[src/hw/rtl/twq_pkg.sv]
// Shared constants, action codes and controller/datapath link types for the wait queue.
package twq_pkg;

    localparam int QUEUE_DEPTH = 16;
    localparam int ID_BITS     = 16;

    localparam int IDX_W = (QUEUE_DEPTH > 1) ? $clog2(QUEUE_DEPTH) : 1;
    localparam int CNT_W = $clog2(QUEUE_DEPTH + 1);
    localparam int TICK_W = 16;
    localparam int OCC_W  = 5;
    localparam int ACT_W  = 3;

    localparam logic [ACT_W-1:0] ACT_ENQUEUE = 3'd0;
    localparam logic [ACT_W-1:0] ACT_DEQUEUE = 3'd1;
    localparam logic [ACT_W-1:0] ACT_FIND    = 3'd2;
    localparam logic [ACT_W-1:0] ACT_DELETE  = 3'd3;
    localparam logic [ACT_W-1:0] ACT_TICK    = 3'd4;

    // controller -> datapath
    typedef struct packed {
        logic load;    // latch a new word, rewind the walk
        logic step;    // visit one entry
        logic finish;  // write tail / settle total, push final result
    } t_cmd;

    // datapath -> controller
    typedef struct packed {
        logic walk_end;   // every entry visited
        logic needs_out;  // the next step pushes a result
        logic out_free;   // output register can take a result this cycle
    } t_status;

endpackage

[src/hw/rtl/twq_ctrl.sv]
// Sequencer for the wait queue: accept, walk the entries, issue the final result.
module twq_ctrl import twq_pkg::*; (
    input  logic             i_clk,
    input  logic             i_rst_n,
    input  logic             i_valid,
    output logic             o_ready,
    input  logic [ACT_W-1:0] i_action,
    input  t_status          i_status,
    output t_cmd             o_cmd
);

    localparam logic [1:0] S_IDLE = 2'd0;
    localparam logic [1:0] S_WALK = 2'd1;
    localparam logic [1:0] S_DONE = 2'd2;

    logic [1:0] r_state;
    logic [1:0] n_state;
    logic       walk_op;

    assign walk_op = i_action inside {ACT_DEQUEUE, ACT_FIND, ACT_DELETE, ACT_TICK};
    assign o_ready = (r_state == S_IDLE);

    always_comb begin
        n_state       = r_state;
        o_cmd.load    = 1'b0;
        o_cmd.step    = 1'b0;
        o_cmd.finish  = 1'b0;
        case (r_state)
            S_IDLE: begin
                if (i_valid) begin
                    o_cmd.load = 1'b1;
                    n_state    = walk_op ? S_WALK : S_DONE;
                end
            end
            S_WALK: begin
                if (i_status.walk_end) begin
                    n_state = S_DONE;
                end else if (!i_status.needs_out || i_status.out_free) begin
                    o_cmd.step = 1'b1;
                end
            end
            S_DONE: begin
                if (i_status.out_free) begin
                    o_cmd.finish = 1'b1;
                    n_state      = S_IDLE;
                end
            end
            default: n_state = S_IDLE;
        endcase
    end

    always_ff @(posedge i_clk) begin
        if (!i_rst_n) begin
            r_state <= S_IDLE;
        end else begin
            r_state <= n_state;
        end
    end

    a_one_cmd: assert property (@(posedge i_clk) disable iff (!i_rst_n)
        $countones({o_cmd.load, o_cmd.step, o_cmd.finish}) <= 1)
        else $error("twq_ctrl: more than one command at once");

    a_finish_then_idle: assert property (@(posedge i_clk) disable iff (!i_rst_n)
        o_cmd.finish |=> (r_state == S_IDLE))
        else $error("twq_ctrl: not idle after finish");

    a_step_stalls: assert property (@(posedge i_clk) disable iff (!i_rst_n)
        (o_cmd.step && i_status.needs_out) |-> i_status.out_free)
        else $error("twq_ctrl: step pushed into a busy output register");

endmodule

[src/hw/rtl/twq_datapath.sv]
// Entry store, compacting walk and output register of the wait queue.
module twq_datapath import twq_pkg::*; (
    input  logic              i_clk,
    input  logic              i_rst_n,
    input  t_cmd              i_cmd,
    output t_status           o_status,
    input  logic [ACT_W-1:0]  i_action,
    input  logic [15:0]       i_thread_id,
    input  logic [TICK_W-1:0] i_wait_ticks,
    input  logic              i_out_ready,
    output logic              o_out_valid,
    output logic [15:0]       o_result_id,
    output logic              o_hit,
    output logic              o_full_drop,
    output logic [OCC_W-1:0]  o_occupancy,
    output logic [OCC_W-1:0]  o_woken_total,
    output logic              o_last
);

    // entry store, no reset: only entries below r_total are read
    logic [ID_BITS-1:0] r_ids  [QUEUE_DEPTH];
    logic [TICK_W-1:0]  r_cnts [QUEUE_DEPTH];

    logic [CNT_W-1:0]   r_total;
    logic [CNT_W-1:0]   r_idx;
    logic [CNT_W-1:0]   r_wr;
    logic [ACT_W-1:0]   r_op;
    logic [ID_BITS-1:0] r_id;
    logic [TICK_W-1:0]  r_ticks;
    logic [ID_BITS-1:0] r_res_id;
    logic               r_found;
    logic [CNT_W-1:0]   r_woken;
    logic               r_pend_valid;
    logic [ID_BITS-1:0] r_pend_id;
    logic [CNT_W-1:0]   r_pend_occ;

    logic               r_out_valid;
    logic [15:0]        r_out_id;
    logic               r_out_hit;
    logic               r_out_drop;
    logic [OCC_W-1:0]   r_out_occ;
    logic [OCC_W-1:0]   r_out_woken;
    logic               r_out_last;

    logic [ID_BITS-1:0] rd_id;
    logic [TICK_W-1:0]  rd_cnt;
    logic [TICK_W-1:0]  dec_cnt;
    logic               id_match;
    logic               drop;
    logic               woke;
    logic               out_free;
    logic               we;
    logic [IDX_W-1:0]   wa;
    logic [ID_BITS-1:0] wd_id;
    logic [TICK_W-1:0]  wd_cnt;
    logic               full;
    logic [CNT_W-1:0]   woke_occ;

    logic               push;
    logic [15:0]        push_id;
    logic               push_hit;
    logic               push_drop;
    logic [OCC_W-1:0]   push_occ;
    logic [OCC_W-1:0]   push_woken;
    logic               push_last;

    assign rd_id    = r_ids[r_idx[IDX_W-1:0]];
    assign rd_cnt   = r_cnts[r_idx[IDX_W-1:0]];
    assign dec_cnt  = (rd_cnt != '0) ? rd_cnt - TICK_W'(1) : rd_cnt;
    assign id_match = (rd_id == r_id);
    assign woke     = (r_op == ACT_TICK) && (dec_cnt == '0);
    assign full     = (r_total >= CNT_W'(QUEUE_DEPTH));
    assign out_free = !r_out_valid || i_out_ready;
    // occupancy once this entry leaves: kept so far plus those not yet visited
    assign woke_occ = r_wr + r_total - r_idx - CNT_W'(1);

    always_comb begin
        drop = 1'b0;
        case (r_op)
            ACT_DEQUEUE: drop = (r_idx == '0);
            ACT_DELETE:  drop = !r_found && id_match;
            ACT_TICK:    drop = woke;
            default:     drop = 1'b0;
        endcase
    end

    assign o_status.walk_end  = (r_idx == r_total);
    assign o_status.needs_out = woke && r_pend_valid;
    assign o_status.out_free  = out_free;

    // single write port: compaction during the walk, tail on enqueue finish
    always_comb begin
        we     = 1'b0;
        wa     = r_wr[IDX_W-1:0];
        wd_id  = rd_id;
        wd_cnt = (r_op == ACT_TICK) ? dec_cnt : rd_cnt;
        if (i_cmd.step && !drop) begin
            we = 1'b1;
        end else if (i_cmd.finish && (r_op == ACT_ENQUEUE) && !full) begin
            we     = 1'b1;
            wa     = r_total[IDX_W-1:0];
            wd_id  = r_id;
            wd_cnt = r_ticks;
        end
    end

    always_ff @(posedge i_clk) begin
        if (we) begin
            r_ids[wa]  <= wd_id;
            r_cnts[wa] <= wd_cnt;
        end
    end

    // result push: an earlier woken entry during the walk, or the final word
    always_comb begin
        push       = 1'b0;
        push_id    = '0;
        push_hit   = 1'b0;
        push_drop  = 1'b0;
        push_occ   = OCC_W'(r_total);
        push_woken = '0;
        push_last  = 1'b0;
        if (i_cmd.step && woke && r_pend_valid) begin
            push     = 1'b1;
            push_id  = 16'(r_pend_id);
            push_hit = 1'b1;
            push_occ = OCC_W'(r_pend_occ);
        end else if (i_cmd.finish) begin
            push      = 1'b1;
            push_last = 1'b1;
            case (r_op)
                ACT_ENQUEUE: begin
                    if (full) begin
                        push_drop = 1'b1;
                    end else begin
                        push_id  = 16'(r_id);
                        push_hit = 1'b1;
                        push_occ = OCC_W'(r_total + CNT_W'(1));
                    end
                end
                ACT_DEQUEUE, ACT_DELETE: begin
                    push_hit = r_found;
                    push_id  = r_found ? 16'(r_res_id) : 16'd0;
                    push_occ = OCC_W'(r_wr);
                end
                ACT_FIND: begin
                    push_hit = r_found;
                    push_id  = r_found ? 16'(r_res_id) : 16'd0;
                end
                ACT_TICK: begin
                    if (r_pend_valid) begin
                        push_id    = 16'(r_pend_id);
                        push_hit   = 1'b1;
                        push_occ   = OCC_W'(r_pend_occ);
                        push_woken = OCC_W'(r_woken);
                    end else begin
                        push_occ = OCC_W'(r_wr);
                    end
                end
                default: push_hit = 1'b0;
            endcase
        end
    end

    always_ff @(posedge i_clk) begin
        if (!i_rst_n) begin
            r_total      <= '0;
            r_idx        <= '0;
            r_wr         <= '0;
            r_op         <= ACT_ENQUEUE;
            r_found      <= 1'b0;
            r_woken      <= '0;
            r_pend_valid <= 1'b0;
            r_out_valid  <= 1'b0;
        end else begin
            if (i_cmd.load) begin
                r_op         <= i_action;
                r_idx        <= '0;
                r_wr         <= '0;
                r_found      <= 1'b0;
                r_woken      <= '0;
                r_pend_valid <= 1'b0;
            end
            if (i_cmd.step) begin
                r_idx <= r_idx + CNT_W'(1);
                if (!drop) begin
                    r_wr <= r_wr + CNT_W'(1);
                end
                if (((r_op == ACT_FIND) && id_match) || ((r_op != ACT_TICK) && drop)) begin
                    r_found <= 1'b1;
                end
                if (woke) begin
                    r_woken      <= r_woken + CNT_W'(1);
                    r_pend_valid <= 1'b1;
                end
            end
            if (i_cmd.finish) begin
                r_pend_valid <= 1'b0;
                case (r_op)
                    ACT_ENQUEUE: if (!full) r_total <= r_total + CNT_W'(1);
                    ACT_DEQUEUE, ACT_DELETE, ACT_TICK: r_total <= r_wr;
                    default: r_total <= r_total;
                endcase
            end
            if (push) begin
                r_out_valid <= 1'b1;
            end else if (i_out_ready) begin
                r_out_valid <= 1'b0;
            end
        end
    end

    // payload registers
    always_ff @(posedge i_clk) begin
        if (i_cmd.load) begin
            r_id     <= ID_BITS'(i_thread_id);
            r_res_id <= ID_BITS'(i_thread_id);
            r_ticks  <= i_wait_ticks;
        end
        if (i_cmd.step && (r_op == ACT_DEQUEUE) && drop) begin
            r_res_id <= rd_id;
        end
        if (i_cmd.step && woke) begin
            r_pend_id  <= rd_id;
            r_pend_occ <= woke_occ;
        end
        if (push) begin
            r_out_id    <= push_id;
            r_out_hit   <= push_hit;
            r_out_drop  <= push_drop;
            r_out_occ   <= push_occ;
            r_out_woken <= push_woken;
            r_out_last  <= push_last;
        end
    end

    assign o_out_valid   = r_out_valid;
    assign o_result_id   = r_out_id;
    assign o_hit         = r_out_hit;
    assign o_full_drop   = r_out_drop;
    assign o_occupancy   = r_out_occ;
    assign o_woken_total = r_out_woken;
    assign o_last        = r_out_last;

    a_total_bound: assert property (@(posedge i_clk) disable iff (!i_rst_n)
        r_total <= CNT_W'(QUEUE_DEPTH))
        else $error("twq_datapath: occupancy above depth");

    a_wr_behind: assert property (@(posedge i_clk) disable iff (!i_rst_n)
        r_wr <= r_idx)
        else $error("twq_datapath: write pointer overtook read pointer");

    a_pend_tick: assert property (@(posedge i_clk) disable iff (!i_rst_n)
        r_pend_valid |-> (r_op == ACT_TICK))
        else $error("twq_datapath: pending wake outside a tick");

    a_no_push_lost: assert property (@(posedge i_clk) disable iff (!i_rst_n)
        push |-> out_free)
        else $error("twq_datapath: result pushed over an untaken one");

endmodule

[src/hw/rtl/timed_wait_queue.sv]
// Top level of the timed wait queue: stream ports, sequencer and datapath.
//
// Usage: one input word per action on the s_axis side (action in tuser,
// thread id and wait count in tdata). Every word gives one result word on
// the m_axis side, except a tick, which gives one word per woken thread in
// queue order (tlast and the wake total on the last) or a single miss word
// when nothing wakes.
// Timing: enqueue and unused actions go from accept straight to the done
// state and then into the result register. Dequeue, find, delete and tick
// walk the stored entries one per cycle, pausing while a wake waits on the
// output register, through one read port and one write port. A new word is
// accepted only after the previous one has issued its last result;
// s_axis_tready rises as that result enters the output register.
// Reset: synchronous, active low; the queue comes up empty and no result
// is pending. Entry contents are not cleared, only the fill count.
// Back-pressure: one output register; while m_axis_tready is low and a
// result waits, the walk pauses at the next wake and the final result
// waits, so nothing is lost or repeated.
module timed_wait_queue import twq_pkg::*; (
    input  logic        i_clk,
    input  logic        i_rst_n,
    input  logic        s_axis_tvalid,
    output logic        s_axis_tready,
    input  logic [31:0] s_axis_tdata,   // [15:0] thread_id, [31:16] wait_ticks
    input  logic [2:0]  s_axis_tuser,   // [2:0] action
    output logic        m_axis_tvalid,
    input  logic        m_axis_tready,
    output logic [31:0] m_axis_tdata,   // [15:0] result_id, [20:16] occupancy,
                                        // [25:21] woken_total, [31:26] zero
    output logic [1:0]  m_axis_tuser,   // [0] hit, [1] full_drop
    output logic        m_axis_tlast
);

    t_cmd             cmd;
    t_status          status;
    logic [15:0]      result_id;
    logic [OCC_W-1:0] occupancy;
    logic [OCC_W-1:0] woken_total;

    twq_ctrl u_ctrl (
        .i_clk    (i_clk),
        .i_rst_n  (i_rst_n),
        .i_valid  (s_axis_tvalid),
        .o_ready  (s_axis_tready),
        .i_action (s_axis_tuser),
        .i_status (status),
        .o_cmd    (cmd)
    );

    twq_datapath u_datapath (
        .i_clk         (i_clk),
        .i_rst_n       (i_rst_n),
        .i_cmd         (cmd),
        .o_status      (status),
        .i_action      (s_axis_tuser),
        .i_thread_id   (s_axis_tdata[15:0]),
        .i_wait_ticks  (s_axis_tdata[31:16]),
        .i_out_ready   (m_axis_tready),
        .o_out_valid   (m_axis_tvalid),
        .o_result_id   (result_id),
        .o_hit         (m_axis_tuser[0]),
        .o_full_drop   (m_axis_tuser[1]),
        .o_occupancy   (occupancy),
        .o_woken_total (woken_total),
        .o_last        (m_axis_tlast)
    );

    assign m_axis_tdata = {6'd0, woken_total, occupancy, result_id};

endmodule

[config.mk]
export PLATFORM = sky130hd
export DESIGN_NAME = timed_wait_queue
export DESIGN_NICKNAME = d
export VERILOG_FILES = /design/src/hw/rtl/twq_pkg.sv /design/src/hw/rtl/twq_ctrl.sv /design/src/hw/rtl/twq_datapath.sv /design/src/hw/rtl/timed_wait_queue.sv
export SDC_FILE = /design/constraint.sdc
export NUM_CORES = 1
export LEC_CHECK = 0
export BUFFER_PORTS_ARGS = -buffer_cell sky130_fd_sc_hd__buf_2
export CAP_MARGIN = 20
export CELL_PAD_IN_SITES_DETAIL_PLACEMENT = 0
export CELL_PAD_IN_SITES_GLOBAL_PLACEMENT = 1
export CORE_MARGIN = 2
export CORE_UTILIZATION = 45
export DETAILED_ROUTE_END_ITERATION = 6
export HOLD_SLACK_MARGIN = 0.06
export PLACE_DENSITY = 0.67
export SLEW_MARGIN = 20
export SYNTH_ARGS = -nofsm -noshare
export SYNTH_HDL_FRONTEND = slang
export SYNTH_SLANG_ARGS = --single-unit
[constraint.sdc]
create_clock -name i_clk -period 19.7 [get_ports i_clk]
set_clock_uncertainty 0.05 [all_clocks]
set_input_delay 4.925 -clock i_clk [delete_from_list [all_inputs] [get_ports i_clk]]
set_output_delay 4.925 -clock i_clk [all_outputs]
set_load 0.005 [all_outputs]
==> results of run 1 <==
[layout by cell type, fill, tap and decap left out, types with 6 or more instances in the layout]
cell type	instances
bufinv_16	7
a21oi_1	26
clkbuf_1	15
nand2b_1	7
mux2i_1	42
mux2_2	24
clkbuf_16	70
buf_2	69
clkinv_1	14
mux4_1	27
o21ai_0	26
nor3_1	14
nor2_1	44
nand2_1	142
conb_1	6
nand3_1	33
nand4_1	18
buf_4	39
o2bb2ai_1	18
inv_1	24
dfxtp_1	28
and3_1	14
nor2b_1	8
xor2_1	6
a22oi_1	29
mux4_2	106
a21oi_4	12
ha_1	10
edfxtp_1	610
xnor2_1	31
and2_1	7
o21a_1	7
[layer usage]
layer	up-vias	global-route usage	routed length (um)
met2	487	0.3265	30410
li1	6290	-	-
met1	7355	0.2890	27360
met4	0	0.06347	1383
met5	-	0	0
met3	75	0.04103	4245
[cells in the mapped netlist, types with 4 or more instances]
| cell type | n | area, um^2 |
|---|---|---|
| mux4_1 | 27 | 709.4 |
| o22ai_1 | 4 | 25.02 |
| and3_1 | 14 | 87.58 |
| mux4_2 | 106 | 2387 |
| xnor2_1 | 31 | 271.5 |
| fa_1 | 5 | 100.1 |
| o2bb2ai_1 | 18 | 157.7 |
| o31a_1 | 5 | 43.79 |
| nand2_1 | 143 | 536.8 |
| buf_4 | 19 | 142.6 |
| xor2_1 | 6 | 52.55 |
| nor3b_1 | 4 | 30.03 |
| a21oi_1 | 38 | 190.2 |
| o2111ai_1 | 5 | 43.79 |
| buf_12 | 5 | 100.1 |
| o31ai_1 | 5 | 37.54 |
| dfxtp_1 | 32 | 640.6 |
| nor3_1 | 15 | 75.07 |
| clkbuf_1 | 29 | 108.9 |
| buf_6 | 8 | 90.09 |
| nor2_1 | 45 | 168.9 |
| and2_1 | 7 | 43.79 |
| nand4_1 | 18 | 112.6 |
| mux2i_1 | 42 | 420.4 |
| buf_2 | 12 | 60.06 |
| a22oi_1 | 29 | 217.7 |
| a221oi_1 | 4 | 35.03 |
| nand3_1 | 33 | 165.2 |
| edfxtp_1 | 610 | 18320 |
| mux2_2 | 24 | 270.3 |
| o21a_1 | 7 | 52.55 |
| buf_1 | 8 | 30.03 |
| inv_1 | 25 | 93.84 |
| nor4_1 | 5 | 31.28 |
| or2_2 | 4 | 25.02 |
| ha_1 | 10 | 125.1 |
| o21ai_0 | 26 | 130.1 |
| nor2b_1 | 8 | 50.05 |
| nand2b_1 | 7 | 43.79 |
[kinds of logic (layout without fill, tap and decap cells)]
family,Yosys count,in the layout,share of synthesized area
AO/OA/AOI/OAI,173,173,0.04626
XOR/XNOR,37,37,0.01204
adder cells (fa/ha/maj),15,15,0.008369
buffers and inverters,109,251,0.02445
flip-flops,642,642,0.7044
multiplexers,199,199,0.1407
other,1,6,0.0001393
AND/OR/NAND/NOR,336,336,0.06355
[through the flow]
stage	power [mW]	cell area, um^2	std cells	setup slack [ns]
6_report	3.088	30350	2432	11.32
3_5_place_dp	1.854	28160	2315	10.62
2_1_floorplan	1.762	26930	1517	9.882
4_1_cts	3.116	30340	2432	11.26
3_3_place_gp	1.847	28160	2315	10.69
5_1_grt	3.194	30350	2432	11.02
[layout make-up]
cell class,instances,area (um^2),share of cell area
flip-flops and latches,642,18970,0.6251
multi-input cells,766,7498,0.2471
clock buffers,86,1822,0.06003
well taps,773,967.2,0.03187
repair buffers,108,638.1,0.02103
clock inverters,31,352.8,0.01163
inverters,26,97.59,0.003216
[registers in the layout, indices dropped and copies added, names as in the netlist, 16 cells and up, named ones only]
signal	cells
u_datapath.r_cnts	256
u_datapath.r_res_id	16
u_datapath.r_ids	256
u_datapath.o_result_id	16
u_datapath.r_ticks	16
u_datapath.r_pend_id	16
u_datapath.r_id	16
[worst max-delay path, cell delays in order]
cell,delay [ns]
buf_2,0.10
nand2b_1,0.18
nand3b_1,0.75
inv_1,0.41
nand2_1,0.15
buf_4,0.49
nand3_1,0.18
o31a_1,0.25
a21oi_4,0.68
buf_4,0.44
[how the worst min path moves through the flow]
| stage | from | end | cells past startpoint |
|---|---|---|---|
| 6_report | u_datapath.r_woken[4]$_SDFF_PN0_ | u_datapath.r_woken[4]$_SDFF_PN0_ | 2 |
| 5_1_grt | u_datapath.r_woken[4]$_SDFF_PN0_ | u_datapath.r_woken[4]$_SDFF_PN0_ | 2 |
| 4_1_cts | u_datapath.r_woken[4]$_SDFF_PN0_ | u_datapath.r_woken[4]$_SDFF_PN0_ | 2 |
| 3_5_place_dp | u_datapath.r_woken[4]$_SDFF_PN0_ | u_datapath.r_woken[4]$_SDFF_PN0_ | 2 |
| 3_3_place_gp | u_datapath.r_woken[4]$_SDFF_PN0_ | u_datapath.r_woken[4]$_SDFF_PN0_ | 2 |
| 2_1_floorplan | u_datapath.r_woken[4]$_SDFF_PN0_ | u_datapath.r_woken[4]$_SDFF_PN0_ | 2 |
[power groups by stage]
stage | registers [mW] | clock network (mW) | logic [mW]
2_1_floorplan | 1.61 | 0 | 0.152
3_3_place_gp | 1.62 | 0 | 0.227
3_5_place_dp | 1.62 | 0 | 0.235
4_1_cts | 1.59 | 1.29 | 0.235
5_1_grt | 1.59 | 1.34 | 0.257
6_report | 1.59 | 1.26 | 0.234
==> flow_summary.toml, run 1 <==
[route]
via_per_inst = 5.842
vias = 14210
post-route-drc-count = 0
drt-initial-drc-count = 1228
dr.pass1.iters = 7
wl_um = 63390
wl_per_cell_um = 26.07
postRouteAntennaNets = 0

[global_routing]
grt_max_degree = 55
grt_pass1_wl_um = 94340
grt-ovfl-total = 0
first_global_vias = 14400
antenna_found_initial = 1
grtUsageTotal = 0.2059

[worst_setup_path]
worstPathRequired_ns = 19.92
critPathLaunch = "m_axis_tready"
critical_path_class = "in2reg"
r2r-end = "u_datapath.r_ids[12][1]$_DFFE_PP_"
regToRegSetupSlack_ns = 12.46
endpoint = "u_datapath.r_ids[12][1]$_DFFE_PP_"
crit_path_end_kind = "flip-flop"
critPathLaunchType = "primary input"
rr_worst_depth = 16
crit_arrival_ns = 8.60
critPathMaxFanout = 39

[clock_network]
cts_buffer_depth = 3
numClockSinks = 642
hold_buffers = 0
numCtsBuffers = 69
cts_resized = 0
cts_max_level = 3
root_buffer = "clkbuf_16"
postCtsSetupRepairBufs = 0
cts_tree = "yes"
clk_latency_ns = 0.60
path_clk_slew_ns = 0.06

[power_and_ir_drop]
p_comb_frac = 0.076
p_leak_nw = 9.677
ir_worst_vdd_uv = 65.39
power_frac_clock = 0.409
p_int_mw = 2.391
p_switching_mw = 0.6968
swShare = 0.2257
power_density_nw_per_um2 = 101.7
pwr-share-seq = 0.515

[yosys]
synthArstFlopShare = 0
ys_seq_area_frac = 0.7044
syn_area_per_cell_um2 = 17.80
synth_warnings = 0
netlist_area_um2 = 26910
syn_inst = 1512
synth_edf_count = 610
synth_ff_type = "edfxtp_1"
ys_ff_latch = 642
synth.distinct_cells = 83

[finish]
layout.nets = 1667
nFillCells = 4725
antenna_cells = 0
drive_gt1_frac = 0.2285
final_util = 0.5142
areaGrowthSynthToFinish_pct = 12.76

[placement]
io_buffer_count = 69
dp.final_hpwl_um = 37740
place_congestion = 0.8613

[floorplanning]
die_y_um = 248.6
io_pins = 76
start_util = 0.4560
dieArea_um2 = 61780
coreArea_um2 = 59020
rows = 89
die_w_um = 248.6

[timing]
tightest_slew_ns = 1.106
hold_ws_ns = 0.4492
period_share = 0.4254
finalMaxSlewViolations = 0
max_freq_ghz = 0.1193
tns_ns = 0
fin_crit_ns = 8.380
slew_headroom = 0.2628
finalSetupViolations = 0
hold_viol_final = 0
rsz0062_at_grt = "no"

[run_status]
outcome = "completed"

[flow_run]
maxCapViolCount = 0

[hold_path]
hold_class = "reg2reg"
No activity file was read; power rests on OpenSTA's default activity.
==> run 2, diff against run 1 <==
--- a/config.mk
+++ b/config.mk
@@ -13,7 +13,7 @@
 export CORE_UTILIZATION = 45
 export DETAILED_ROUTE_END_ITERATION = 6
 export HOLD_SLACK_MARGIN = 0.06
-export PLACE_DENSITY = 0.67
+export PLACE_DENSITY = 0.7
 export SLEW_MARGIN = 20
 export SYNTH_ARGS = -nofsm -noshare
 export SYNTH_HDL_FRONTEND = slang
==> constraint.sdc (replaced) <==
create_clock -name i_clk -period 7.1 [get_ports i_clk]
set_clock_uncertainty 0.05 [all_clocks]
set_input_delay 1.775 -clock i_clk [delete_from_list [all_inputs] [get_ports i_clk]]
set_output_delay 1.775 -clock i_clk [all_outputs]
set_load 0.005 [all_outputs]
==> flow_summary.toml, run 2 (synthesis results as in run 1) <==
[worst_setup_path]
crit_family = "simple AND/OR/NAND/NOR gates"
cp_slowest_cell = "dfxtp_4"
crit_path_end_kind = "flip-flop"
critPathMaxStageDelay_ns = 0.81
worstPathCellList = "mux4_2 -> a22oi_1 -> and3_1 -> ha_1 -> nand2_1 -> a211oi_1 -> o211ai_1 -> or4_2 -> nand4_1 -> o21ai_0 -> nand4_2 -> nand4_1 -> a21oi_4 -> buf_12"
path_buf_inv = 1
critical_path_class = "reg2reg"
critPathLaunchType = "flip-flop"
critPathMaxFanout = 49
crit_top_cell = "nand4_1"
worstPathRequired_ns = 7.34
crit_arrival_ns = 6.38

[route]
postRouteAntennaNets = 0
wl_per_cell_um = 26.28
vias = 14470
via_per_inst = 5.897
wl_um = 64480
post-route-drc-count = 0
dr.pass1.iters = 6
drt-initial-drc-count = 1252

[timing]
finalSetupViolations = 0
rsz0062_at_grt = "no"
tightest_slew_ns = 1.109
hold_ws_ns = 0.4529
finalMaxSlewViolations = 0
period_share = 0.8642
hold_viol_final = 0
max_freq_ghz = 0.1630
tns_ns = 0
slew_headroom = 0.2604
fin_crit_ns = 6.136

[clock_network]
cts_buffer_depth = 3
cts_resized = 0
cts_max_level = 3
postCtsSetupRepairBufs = 0
cts_tree = "yes"
numCtsBuffers = 68
numClockSinks = 642
hold_buffers = 0
clk_latency_ns = 0.61
path_clk_slew_ns = 0.06
root_buffer = "clkbuf_16"

[finish]
final_cell_mix = "610 x edfxtp_1, 142 x nand2_1, 106 x mux4_2"
area.sequential_um2 = 18970
layout.nets = 1680
multi_input_area_um2 = 7495
final_util = 0.5166
top_regs = "u_datapath.r_cnts x256, u_datapath.r_ids x256"
drive_gt1_frac = 0.2380
areaGrowthSynthToFinish_pct = 13.29
final_cells = 2454
nFillCells = 4745
final_common_cell = "edfxtp_1"
antenna_cells = 0

[placement]
place_congestion = 0.9171
dp.final_hpwl_um = 41100
io_buffer_count = 69
post-place-cells = 2329

[floorplanning]
start_util = 0.4560
io_pins = 76
die_y_um = 248.6
die_w_um = 248.6
coreArea_um2 = 59020
rows = 89
dieArea_um2 = 61780

[run_status]
outcome = "completed"

[global_routing]
grt_max_degree = 81
grt-ovfl-total = 0
grtUsageTotal = 0.2097
grt_pass1_wl_um = 96550
first_global_vias = 14570
antenna_found_initial = 1

[hold_path]
hold_class = "reg2reg"

[flow_run]
maxCapViolCount = 0

[power_and_ir_drop]
power_density_nw_per_um2 = 278.2
p_leak_nw = 9.768
ir_worst_vdd_uv = 195.9
## run 2: layout make-up
| class | instances | share of cell area |
|---|---|---|
| Clock inverter | 37 | 0.009726 |
| Clock buffer | 88 | 0.05967 |
| Timing Repair Buffer | 122 | 0.02766 |
| Sequential cell | 642 | 0.6222 |
| Multi-Input combinational cell | 766 | 0.2458 |
| Tap cell | 773 | 0.03172 |
| Inverter | 26 | 0.003201 |
## run 2: stage by stage
stage	cell area, um^2	total power, mW	worst slack, ns
floorplan	26930	4.890	-0.6840
global route	30490	8.762	0.4518
global placement	28370	5.154	1.117
finish	30490	8.482	0.9639
CTS	30480	8.550	0.9566
detailed placement	28370	5.168	0.9580
## run 2: per-layer routing
| metal | GRT usage | up-vias | share of wire | wire [um] |
|---|---|---|---|---|
| li1 | - | 6324 | - | - |
| met1 | 0.2987 | 7549 | 0.44 | 28200 |
| met2 | 0.3338 | 508 | 0.48 | 30980 |
| met3 | 0.03716 | 90 | 0.064 | 4111 |
| met4 | 0.05902 | 0 | 0.018 | 1190 |
| met5 | 0 | - | 0 | 0 |
## run 2: worst min-delay path, stage by stage, from the launching register on
cell	delay, ns
dfxtp_1	0.32
nand2_1	0.05
o21ai_0	0.07
## run 2: final timing paths
kind,start,end,slack (ns),cells past startpoint
hold / removal,u_datapath.r_woken[4]$_SDFF_PN0_,u_datapath.r_woken[4]$_SDFF_PN0_,0.45,2
setup / recovery,flip-flop,u_datapath.r_cnts[15][13]$_DFFE_PP_,0.96,14
setup reg to reg,flip-flop,u_datapath.r_cnts[15][13]$_DFFE_PP_,0.96,14
hold reg to reg,u_datapath.r_woken[4]$_SDFF_PN0_,u_datapath.r_woken[4]$_SDFF_PN0_,0.45,2
## run 2: power breakdown
group	leakage (nW)	internal (mW)	total [mW]	switching (mW)
Combinational	2.91	0.200	0.682	0.482
Sequential	5.81	4.37	4.41	0.0425
Clock	1.05	1.96	3.39	1.43
